## src/sv/ordered_value_list_engine_macros.svh

```systemverilog
// Assertion macros for the ordered value list engine.
// Included by the files that carry concurrent assertions; depends on nothing.
`ifndef ORDERED_VALUE_LIST_ENGINE_MACROS_SVH
`define ORDERED_VALUE_LIST_ENGINE_MACROS_SVH

`ifndef SYNTH
`define OVLE_ASSERT(label, clk, rst_n, cond, conseq) \
    label: assert property (@(posedge clk) disable iff (!rst_n) (cond) |-> (conseq)) \
        else $error("assertion failed");
`define OVLE_ASSERT_NEXT(label, clk, rst_n, cond, conseq) \
    label: assert property (@(posedge clk) disable iff (!rst_n) (cond) |=> (conseq)) \
        else $error("assertion failed");
`else
`define OVLE_ASSERT(label, clk, rst_n, cond, conseq)
`define OVLE_ASSERT_NEXT(label, clk, rst_n, cond, conseq)
`endif

`endif

```

## src/sv/ovle_pkg.sv

```systemverilog
// Shared types and codes for the ordered value list engine.
// No dependencies.
package ovle_pkg;

    localparam int VALUE_W = 32;
    localparam int COUNT_OUT_W = 5;

    typedef enum logic [2:0] {
        OP_APPEND     = 3'd0,
        OP_INS_BEFORE = 3'd1,
        OP_INS_AFTER  = 3'd2,
        OP_DELETE     = 3'd3,
        OP_LIST       = 3'd4
    } op_t;

    typedef enum logic [1:0] {
        STATUS_OK       = 2'd0,
        STATUS_EMPTY    = 2'd1,
        STATUS_NOTFOUND = 2'd2,
        STATUS_FULL     = 2'd3
    } status_t;

    typedef enum logic [1:0] {
        S_IDLE,
        S_EXEC,
        S_LIST
    } state_t;

    typedef enum logic [2:0] {
        CMD_HOLD,
        CMD_APPEND,
        CMD_INS_BEFORE,
        CMD_INS_AFTER,
        CMD_DELETE,
        CMD_ROTATE
    } cell_cmd_t;

    typedef struct packed {
        cell_cmd_t            cmd;
        logic [VALUE_W-1:0]   key;
        logic [VALUE_W-1:0]   new_value;
        logic [VALUE_W-1:0]   head_value;
    } cell_ctrl_t;

    typedef struct packed {
        logic [VALUE_W-1:0]   value;
        logic                 found;
        logic                 first;
    } link_t;

endpackage

```

## src/sv/ovle_in_if.sv

```systemverilog
// Input channel of the ordered value list engine: valid/ready plus one operation.
// No dependencies.
interface ovle_in_if;
    logic               valid;
    logic               ready;
    logic [2:0]         op;
    logic signed [31:0] item_value;
    logic signed [31:0] anchor_value;

    modport source (output valid, output op, output item_value, output anchor_value,
                    input ready);
    modport sink (input valid, input op, input item_value, input anchor_value,
                  output ready);
endinterface

```

## src/sv/ovle_out_if.sv

```systemverilog
// Result channel of the ordered value list engine: valid/ready plus one result.
// No dependencies.
interface ovle_out_if;
    logic               valid;
    logic               ready;
    logic [1:0]         status;
    logic signed [31:0] entry_value;
    logic               last_flag;
    logic [4:0]         entry_count;

    modport source (output valid, output status, output entry_value, output last_flag,
                    output entry_count, input ready);
    modport sink (input valid, input status, input entry_value, input last_flag,
                  input entry_count, output ready);
endinterface

```

## src/sv/ovle_cell.sv

```systemverilog
// One list position: holds a value, compares it with the key, shifts with its neighbors.
// Depends on ovle_pkg.
module ovle_cell #(
    parameter int DEPTH = 16,
    parameter int INDEX = 0
) (
    input  logic                            clk,
    input  ovle_pkg::cell_ctrl_t            ctrl,
    input  logic [$clog2(DEPTH+1)-1:0]      count,
    input  ovle_pkg::link_t                 left,
    input  logic [ovle_pkg::VALUE_W-1:0]    right_value,
    output ovle_pkg::link_t                 link_out
);
    import ovle_pkg::*;

    localparam int CW = $clog2(DEPTH + 1);

    logic [VALUE_W-1:0] value_reg;
    logic [VALUE_W-1:0] value_next;
    logic               occupied;
    logic               match;
    logic               found_in;

    assign occupied = CW'(INDEX) < count;
    assign match    = occupied && (value_reg == ctrl.key);
    assign found_in = left.found;

    assign link_out.value = value_reg;
    assign link_out.found = found_in | match;
    assign link_out.first = match & ~found_in;

    always_comb
    begin
        value_next = value_reg;
        unique case (ctrl.cmd)
            CMD_APPEND:
            begin
                if (count == CW'(INDEX))
                begin
                    value_next = ctrl.new_value;
                end
            end
            CMD_INS_BEFORE:
            begin
                if (found_in)
                begin
                    value_next = left.value;
                end
                else if (match)
                begin
                    value_next = ctrl.new_value;
                end
            end
            CMD_INS_AFTER:
            begin
                if (left.first)
                begin
                    value_next = ctrl.new_value;
                end
                else if (found_in)
                begin
                    value_next = left.value;
                end
            end
            CMD_DELETE:
            begin
                if (found_in || match)
                begin
                    value_next = right_value;
                end
            end
            CMD_ROTATE:
            begin
                if (count == CW'(INDEX + 1))
                begin
                    value_next = ctrl.head_value;
                end
                else
                begin
                    value_next = right_value;
                end
            end
            default:
            begin
                value_next = value_reg;
            end
        endcase
    end

    always_ff @(posedge clk)
    begin
        value_reg <= value_next;
    end

endmodule

```

## src/sv/ovle_ctrl.sv

```systemverilog
// Sequencer of the ordered value list engine: takes items, drives the cell row, holds results.
// Depends on ovle_pkg, ovle_in_if, ovle_out_if and the assertion macros.
`include "ordered_value_list_engine_macros.svh"

module ovle_ctrl #(
    parameter int DEPTH = 16
) (
    input  logic                            clk,
    input  logic                            rst_n,
    ovle_in_if.sink                         in_ch,
    ovle_out_if.source                      out_ch,
    input  logic [ovle_pkg::VALUE_W-1:0]    head_value,
    input  logic                            found_any,
    output ovle_pkg::cell_ctrl_t            cell_ctrl,
    output logic [$clog2(DEPTH+1)-1:0]      count
);
    import ovle_pkg::*;

    localparam int CW = $clog2(DEPTH + 1);
    localparam int IW = $clog2(DEPTH);

    state_t             state_reg;
    state_t             state_next;
    logic [2:0]         op_reg;
    logic [VALUE_W-1:0] item_reg;
    logic [VALUE_W-1:0] anchor_reg;
    logic [CW-1:0]      count_reg;
    logic [CW-1:0]      count_next;
    logic [IW-1:0]      idx_reg;
    logic [IW-1:0]      idx_next;

    logic               out_valid_reg;
    status_t            out_status_reg;
    logic [VALUE_W-1:0] out_value_reg;
    logic               out_last_reg;
    logic [CW-1:0]      out_count_reg;

    logic               out_free;
    logic               load;
    status_t            status_new;
    logic [VALUE_W-1:0] value_new;
    logic               last_new;
    logic               list_last;
    logic               is_full;
    logic               is_empty;
    cell_cmd_t          cmd;

    assign out_free  = ~out_valid_reg | out_ch.ready;
    assign is_full   = count_reg == CW'(DEPTH);
    assign is_empty  = count_reg == '0;
    assign list_last = (CW'(idx_reg) + CW'(1)) == count_reg;

    assign in_ch.ready = state_reg == S_IDLE;

    always_comb
    begin
        state_next = state_reg;
        unique case (state_reg)
            S_IDLE:
            begin
                if (in_ch.valid)
                begin
                    state_next = S_EXEC;
                end
            end
            S_EXEC:
            begin
                if (out_free)
                begin
                    if (op_reg == OP_LIST && !is_empty)
                    begin
                        state_next = S_LIST;
                    end
                    else
                    begin
                        state_next = S_IDLE;
                    end
                end
            end
            S_LIST:
            begin
                if (out_free && list_last)
                begin
                    state_next = S_IDLE;
                end
            end
            default:
            begin
                state_next = S_IDLE;
            end
        endcase
    end

    always_comb
    begin
        cmd        = CMD_HOLD;
        load       = 1'b0;
        status_new = STATUS_OK;
        value_new  = '0;
        last_new   = 1'b1;
        count_next = count_reg;
        idx_next   = idx_reg;
        if (state_reg == S_EXEC && out_free)
        begin
            idx_next = '0;
            unique case (op_reg)
                OP_APPEND:
                begin
                    load = 1'b1;
                    if (is_full)
                    begin
                        status_new = STATUS_FULL;
                    end
                    else
                    begin
                        cmd        = CMD_APPEND;
                        count_next = count_reg + CW'(1);
                    end
                end
                OP_INS_BEFORE, OP_INS_AFTER:
                begin
                    load = 1'b1;
                    priority if (is_empty)
                    begin
                        status_new = STATUS_EMPTY;
                    end
                    else if (!found_any)
                    begin
                        status_new = STATUS_NOTFOUND;
                    end
                    else if (is_full)
                    begin
                        status_new = STATUS_FULL;
                    end
                    else
                    begin
                        cmd        = (op_reg == OP_INS_BEFORE) ? CMD_INS_BEFORE : CMD_INS_AFTER;
                        count_next = count_reg + CW'(1);
                    end
                end
                OP_DELETE:
                begin
                    load = 1'b1;
                    priority if (is_empty)
                    begin
                        status_new = STATUS_EMPTY;
                    end
                    else if (!found_any)
                    begin
                        status_new = STATUS_NOTFOUND;
                    end
                    else
                    begin
                        cmd        = CMD_DELETE;
                        count_next = count_reg - CW'(1);
                    end
                end
                OP_LIST:
                begin
                    if (is_empty)
                    begin
                        load       = 1'b1;
                        status_new = STATUS_EMPTY;
                    end
                end
                default:
                begin
                    load = 1'b0;
                end
            endcase
        end
        else if (state_reg == S_LIST && out_free)
        begin
            load      = 1'b1;
            value_new = head_value;
            last_new  = list_last;
            cmd       = CMD_ROTATE;
            idx_next  = idx_reg + IW'(1);
        end
    end

    assign cell_ctrl.cmd        = cmd;
    assign cell_ctrl.key        = (op_reg == OP_DELETE) ? item_reg : anchor_reg;
    assign cell_ctrl.new_value  = item_reg;
    assign cell_ctrl.head_value = head_value;
    assign count                = count_reg;

    always_ff @(posedge clk or negedge rst_n)
    begin
        if (!rst_n)
        begin
            state_reg     <= S_IDLE;
            count_reg     <= '0;
            out_valid_reg <= 1'b0;
        end
        else
        begin
            state_reg <= state_next;
            count_reg <= count_next;
            if (load)
            begin
                out_valid_reg <= 1'b1;
            end
            else if (out_ch.ready)
            begin
                out_valid_reg <= 1'b0;
            end
        end
    end

    always_ff @(posedge clk)
    begin
        idx_reg <= idx_next;
        if (in_ch.valid && in_ch.ready)
        begin
            op_reg     <= in_ch.op;
            item_reg   <= in_ch.item_value;
            anchor_reg <= in_ch.anchor_value;
        end
        if (load)
        begin
            out_status_reg <= status_new;
            out_value_reg  <= value_new;
            out_last_reg   <= last_new;
            out_count_reg  <= count_next;
        end
    end

    assign out_ch.valid       = out_valid_reg;
    assign out_ch.status      = out_status_reg;
    assign out_ch.entry_value = out_value_reg;
    assign out_ch.last_flag   = out_last_reg;
    assign out_ch.entry_count = COUNT_OUT_W'(out_count_reg);

    `OVLE_ASSERT(a_count_bound, clk, rst_n, 1'b1, count_reg <= CW'(DEPTH))
    `OVLE_ASSERT(a_list_nonempty, clk, rst_n, state_reg == S_LIST, count_reg != '0)
    `OVLE_ASSERT_NEXT(a_append_grows, clk, rst_n, (state_reg == S_EXEC) && out_free && (op_reg == OP_APPEND) && !is_full, count_reg == $past(count_reg) + CW'(1))
    `OVLE_ASSERT_NEXT(a_delete_shrinks, clk, rst_n, (state_reg == S_EXEC) && out_free && (op_reg == OP_DELETE) && !is_empty && found_any, count_reg == $past(count_reg) - CW'(1))
    `OVLE_ASSERT(a_list_streams, clk, rst_n, (state_reg == S_LIST) && out_free, load && (cmd == CMD_ROTATE))

endmodule

```

## src/sv/ordered_value_list_engine.sv

```systemverilog
// Top level of the ordered value list engine: a row of value cells under one sequencer.
// Depends on ovle_pkg, ovle_in_if, ovle_out_if, ovle_cell and ovle_ctrl.
//
//  channel   dir   handshake      payload
//  in_ch     in    valid/ready    op, item_value, anchor_value
//  out_ch    out   valid/ready    status, entry_value, last_flag, entry_count
//
// An edit takes the item in S_IDLE; then, in S_EXEC, every cell compares
// its value with the key, the found chain runs along the row and the row shifts.
// For a list, the row rotates one cell per entry, head to tail.
// Reset clears the entry count; cell values are left unknown and never cleared.
// Results sit in an output register; the next item is taken while one waits, and
// the row stalls while the register is full and not taken.
module ordered_value_list_engine #(
    parameter int DEPTH = 16
) (
    input  logic        clk,
    input  logic        rst_n,
    ovle_in_if.sink     in_ch,
    ovle_out_if.source  out_ch
);
    import ovle_pkg::*;

    localparam int CW = $clog2(DEPTH + 1);

    link_t      links [DEPTH+1];
    cell_ctrl_t cell_ctrl;
    logic [CW-1:0] count;

    assign links[0] = '0;

    ovle_ctrl #(
        .DEPTH(DEPTH)
    ) u_ctrl (
        .clk(clk),
        .rst_n(rst_n),
        .in_ch(in_ch),
        .out_ch(out_ch),
        .head_value(links[1].value),
        .found_any(links[DEPTH].found),
        .cell_ctrl(cell_ctrl),
        .count(count)
    );

    for (genvar i = 0; i < DEPTH; i++)
    begin : g_cell
        logic [VALUE_W-1:0] right_value;

        if (i < DEPTH - 1)
        begin : g_mid
            assign right_value = links[i+2].value;
        end
        else
        begin : g_end
            assign right_value = links[DEPTH].value;
        end

        ovle_cell #(
            .DEPTH(DEPTH),
            .INDEX(i)
        ) u_cell (
            .clk(clk),
            .ctrl(cell_ctrl),
            .count(count),
            .left(links[i]),
            .right_value(right_value),
            .link_out(links[i+1])
        );
    end

endmodule
```

## src/flat_wrapper.sv

```systemverilog
// flat-port wrapper written by rule: the top's interface ports become plain ports
module ordered_value_list_engine_flat import ovle_pkg::*;
#(
    parameter int DEPTH = 16
)
  (clk, rst_n, in_ch_valid, in_ch_op, in_ch_item_value, in_ch_anchor_value, in_ch_ready, out_ch_valid, out_ch_status, out_ch_entry_value, out_ch_last_flag, out_ch_entry_count, out_ch_ready);
  ovle_in_if in_ch_i ();
  ovle_out_if out_ch_i ();
  input  logic clk;
  input  logic rst_n;
  input wire logic [$bits(in_ch_i.valid)-1:0] in_ch_valid;
  input wire logic [$bits(in_ch_i.op)-1:0] in_ch_op;
  input wire logic [$bits(in_ch_i.item_value)-1:0] in_ch_item_value;
  input wire logic [$bits(in_ch_i.anchor_value)-1:0] in_ch_anchor_value;
  output wire logic [$bits(in_ch_i.ready)-1:0] in_ch_ready;
  output wire logic [$bits(out_ch_i.valid)-1:0] out_ch_valid;
  output wire logic [$bits(out_ch_i.status)-1:0] out_ch_status;
  output wire logic [$bits(out_ch_i.entry_value)-1:0] out_ch_entry_value;
  output wire logic [$bits(out_ch_i.last_flag)-1:0] out_ch_last_flag;
  output wire logic [$bits(out_ch_i.entry_count)-1:0] out_ch_entry_count;
  input wire logic [$bits(out_ch_i.ready)-1:0] out_ch_ready;
  assign in_ch_i.valid = in_ch_valid;
  assign in_ch_i.op = in_ch_op;
  assign in_ch_i.item_value = in_ch_item_value;
  assign in_ch_i.anchor_value = in_ch_anchor_value;
  assign in_ch_ready = in_ch_i.ready;
  assign out_ch_valid = out_ch_i.valid;
  assign out_ch_status = out_ch_i.status;
  assign out_ch_entry_value = out_ch_i.entry_value;
  assign out_ch_last_flag = out_ch_i.last_flag;
  assign out_ch_entry_count = out_ch_i.entry_count;
  assign out_ch_i.ready = out_ch_ready;
  ordered_value_list_engine #(.DEPTH(DEPTH)) u_core (.clk(clk), .rst_n(rst_n), .in_ch(in_ch_i), .out_ch(out_ch_i));
endmodule
```

## config.mk

```make
export PLATFORM = sky130hd
export DESIGN_NAME = ordered_value_list_engine_flat
export DESIGN_NICKNAME = d
export VERILOG_FILES = /design/src/sv/ovle_pkg.sv /design/src/sv/ovle_in_if.sv /design/src/sv/ovle_out_if.sv /design/src/sv/ovle_cell.sv /design/src/sv/ovle_ctrl.sv /design/src/sv/ordered_value_list_engine.sv /design/src/flat_wrapper.sv
export VERILOG_INCLUDE_DIRS = /design/src /design/src/sv
export SDC_FILE = /design/constraint.sdc
export NUM_CORES = 2
export LEC_CHECK = 0
export BUFFER_PORTS_ARGS = -buffer_cell sky130_fd_sc_hd__buf_2
export CAP_MARGIN = 20
export CORE_ASPECT_RATIO = 1.4
export CORE_MARGIN = 10
export CORE_UTILIZATION = 37
export CTS_CLUSTER_DIAMETER = 200
export DETAILED_ROUTE_END_ITERATION = 6
export SLEW_MARGIN = 10
export SYNTH_ARGS = -nofsm -noshare
export SYNTH_HDL_FRONTEND = slang
export SYNTH_SLANG_ARGS = --single-unit
export TNS_END_PERCENT = 10
```

## constraint.sdc

```tcl
create_clock -name clk -period 17.68 [get_ports clk]
set_input_delay 4.42 -clock clk [delete_from_list [all_inputs] [get_ports clk]]
set_output_delay 4.42 -clock clk [all_outputs]
set_load 0.1 [all_outputs]
```

==> results.py <==
metrics = {
    "critical_path": {
        "cpPeakStageDelay_ns": 1.05,
        "worstPathMaxFanout": 45,
        "end_kind": "register",
        "path_delay_family": "simple AND/OR/NAND/NOR gates",
        "worstSetupPathType": "register to register",
        "r2r-start": "u_core.u_ctrl.op_reg[2]",
        "path_buf_inv": 6,
        "required_ns": 18.28,
        "ff2ff_path_depth": 18,
        "cp-start-kind": "register",
        "crit_slowest_cell": "nor3_1",
        "crit_top_cell": "buf_4",
        "cp.arrival_ns": 9.62,
        "r2r_setup_slack_ns": 8.66,
        "r2r-end": "u_core.g_cell[4].u_cell.value_reg[5]",
        "crit_chain": "buf_4, nand3b_4, buf_4, buf_4, buf_4, mux2i_2, buf_4, xor2_1, o2111a_1, nand4_1, nor3_1, nor2_1, buf_4, nand3_1, or2_2, nand3_1, nand3_2, a221o_1",
    },
    "timing": {
        "totalNegativeSetupSlack_ns": 0,
        "layout_setup_ws_ns": 8.66,
        "layout_min_cycle_time_ns": 9.02,
        "final_max_slew_viol_count": 0,
        "fin_hold_ws_ns": 0.477,
        "rsz0062_at_grt": "false",
        "worst_slew_pin_slew_ns": 1.35,
        "fmax_ghz": 0.111,
        "finClkSkew_ns": 0.0481,
        "min_period_over_period_pct": 51.0,
        "setup_viol": 0,
        "hold_viol": 0,
        "slew_headroom_pct": 8.01,
    },
    "cells_and_area": {
        "finalNetCount": 4148,
        "area_delta_synth_final_pct": 13.2,
        "nFillCells": 11000,
        "finalNonFillerCells": 5660,
        "largest_register_ffs": 512,
        "drive_above_1_share_pct": 15.3,
        "multi_input_area_um2": 21500,
        "finish.utilization_pct": 42.3,
        "ff_latch_area_um2": 18900,
    },
    "job": {
        "cap_violations": 0,
    },
    "route": {
        "drt_first_pass_iters": 7,
        "drc_errors": 39,
        "via_per_inst": 8.03,
        "ant_nets": 0,
        "wl_mm": 330,
        "vias": 45500,
        "drtIter0Drc": 9477,
        "wl_per_cell_um": 58.3,
    },
    "floorplanning": {
        "core_area_um2": 113000,
        "start_util_pct": 37.3,
        "die_area_um2": 128000,
        "boundaryPins": 113,
        "num_rows": 146,
        "die_x_um": 306,
        "die_h_um": 420,
    },
    "clocking": {
        "cts_root_buf": "clkbuf_16",
        "path_clk_slew_ns": 0.07,
        "cts.sinks": 631,
        "clockBufferDepth": 3,
        "clk_latency_ns": 0.75,
        "cts_resized": 0,
        "cts_max_level": 3,
        "cts_buffers": 73,
        "cts_tree": "yes",
        "cts_setup_buffers": 0,
        "ctsHoldBuffers": 0,
    },
    "synth": {
        "synth_edf_count": 619,
        "ys_seq_area_share_pct": 44.6,
        "synth_top_area_share_pct": 44.0,
        "synth_area_leaders": "edfxtp_1 44%, a221o_1 7.3%, xnor2_1 6.0%",
        "synthArstFlopShare_pct": 1.27,
        "netlist_area_um2": 42300,
        "ys.flop_type": "edfxtp_1",
        "synth_top_area_cell": "edfxtp_1",
        "ys_ff_latch": 631,
        "synth_cell_types": 94,
        "synth_warnings": 0,
        "avgSynthCellArea_um2": 10.4,
        "synth_cells": 4049,
        "synth_nets": 4125,
    },
    "grt": {
        "antenna_found_initial": 48,
        "grt_pass1_wl_mm": 421,
        "grt_pass1_vias": 40600,
        "track_usage_pct": 49.7,
        "grt_remaining_overflow": 0,
        "grt_max_degree": 69,
    },
    "power": {
        "max-vdd-ir-drop_uv": 111,
        "powerDensity_nw_per_um2": 142,
        "leakage_nw": 15.8,
    },
    "run_status": {
        "violations": "DRC",
        "status": "complete, but fails checks",
    },
    "min_path": {
        "min-delay-start": "u_core.u_ctrl.idx_reg[1]",
        "hold_class": "register to register",
        "worstHoldPathCells": 2,
        "whs_endpoint": "u_core.u_ctrl.idx_reg[1]",
    },
    "placed_design": {
        "io_buffer_count": 112,
        "routabilityCongestion": 1.07,
        "place_ws_ns": 8.90,
        "dpl.hpwl_mm": 221,
        "dp_cells": 5470,
    },
}
==> layout by cell type (no fill, tap or decap), types with 82 or more instances in the layout <==
master | netlist | routed
a22oi_1 | 112 | 112
buf_4 | 20 | 228
xor2_1 | 117 | 117
a22o_1 | 190 | 189
o211ai_1 | 99 | 99
nor4_1 | 94 | 92
o21ai_0 | 102 | 101
edfxtp_1 | 619 | 619
nor2b_1 | 82 | 82
buf_2 | 80 | 112
xnor2_1 | 290 | 290
a221o_1 | 309 | 309
nor2_1 | 172 | 151
o2bb2ai_1 | 110 | 110
inv_1 | 168 | 168
nand2_1 | 286 | 284
==> power breakdown <==
group / total [mW] / switching (mW) / leakage [nW] / internal, mW
clock: 1.61 / 0.749 / 1.15 / 0.866
sequential: 2.44 / 0.421 / 5.80 / 2.02
combinational: 2.74 / 2.01 / 8.86 / 0.731
total: 6.79 / 3.18 / 15.8 / 3.61
==> synthesized netlist by cell type, types with 102 or more instances <==
cell type	count
clkbuf_1	261
inv_1	168
a221o_1	309
xor2_1	117
o21ai_0	102
edfxtp_1	619
xnor2_1	290
nand2_1	286
nor2_1	172
a22oi_1	112
a22o_1	190
o2bb2ai_1	110
==> how the worst max path moves through the flow <==
stage	startpoint	to	slack, ns	cells past startpoint
5_1_grt	u_core.u_ctrl.op_reg[2]	u_core.g_cell[10].u_cell.value_reg[0]	8.92	18
4_1_cts	u_core.u_ctrl.op_reg[2]	u_core.g_cell[6].u_cell.value_reg[20]	9.16	17
3_5_place_dp	out_ch_ready	u_core.g_cell[6].u_cell.value_reg[16]	8.90	13
6_report	u_core.u_ctrl.op_reg[2]	u_core.g_cell[4].u_cell.value_reg[5]	8.66	18
2_1_floorplan	out_ch_ready	u_core.g_cell[11].u_cell.value_reg[0]	7.57	11
3_3_place_gp	out_ch_ready	u_core.g_cell[6].u_cell.value_reg[5]	8.94	13
==> through the flow <==
stage          total power [mW]  cell area, µm²
6_report                   6.79           47900
5_1_grt                    6.76           47700
4_1_cts                    6.51           47600
3_5_place_dp               4.93           45200
3_3_place_gp               4.91           45100
2_1_floorplan              3.62           42300
==> metal layers <==
layer | wire (µm) | track usage, % | up-vias
li1 | - | - | 16200
met1 | 115000 | 57.9 | 22700
met2 | 130000 | 67.2 | 5081
met3 | 49600 | 23.5 | 1404
met4 | 35300 | 43.9 | 24
met5 | 242 | 0.525 | -
==> final cells by class <==
type	instances	share of cell area, %
Antenna cell	48	0.251
Clock buffer	82	3.93
Clock inverter	53	1.03
Inverter	178	1.40
Multi-Input combinational cell	2837	44.9
Sequential cell	631	39.4
Tap cell	1480	3.87
Timing Repair Buffer	351	5.24
==> worst register-to-register path: cells and delay by family (launching register included) <==
family | cells | cell delay (ns)
xor gates and xnor gates | 1 | 0.31
muxes | 1 | 0.26
and+or+nand+nor | 8 | 4.43
buffers and inverters | 6 | 3.02
DFF | 1 | 0.33
AOI/OAI and AO/OA | 2 | 0.53
==> kinds of logic (layout without fill, tap and decap cells) <==
kind of cell | count (synthesis) | after routing | synth area share (%)
AOI/OAI and AO/OA | 1414 | 1414 | 27.8
and+or+nand+nor | 950 | 950 | 11.4
DFF | 631 | 631 | 44.6
buffers and inverters | 581 | 664 | 5.77
xor gates and xnor gates | 407 | 407 | 8.43
muxes | 61 | 61 | 1.89
adders and majority gates | 5 | 5 | 0.148
other | 0 | 48 | 0
Note: power is estimated with default switching activity, not from simulation.
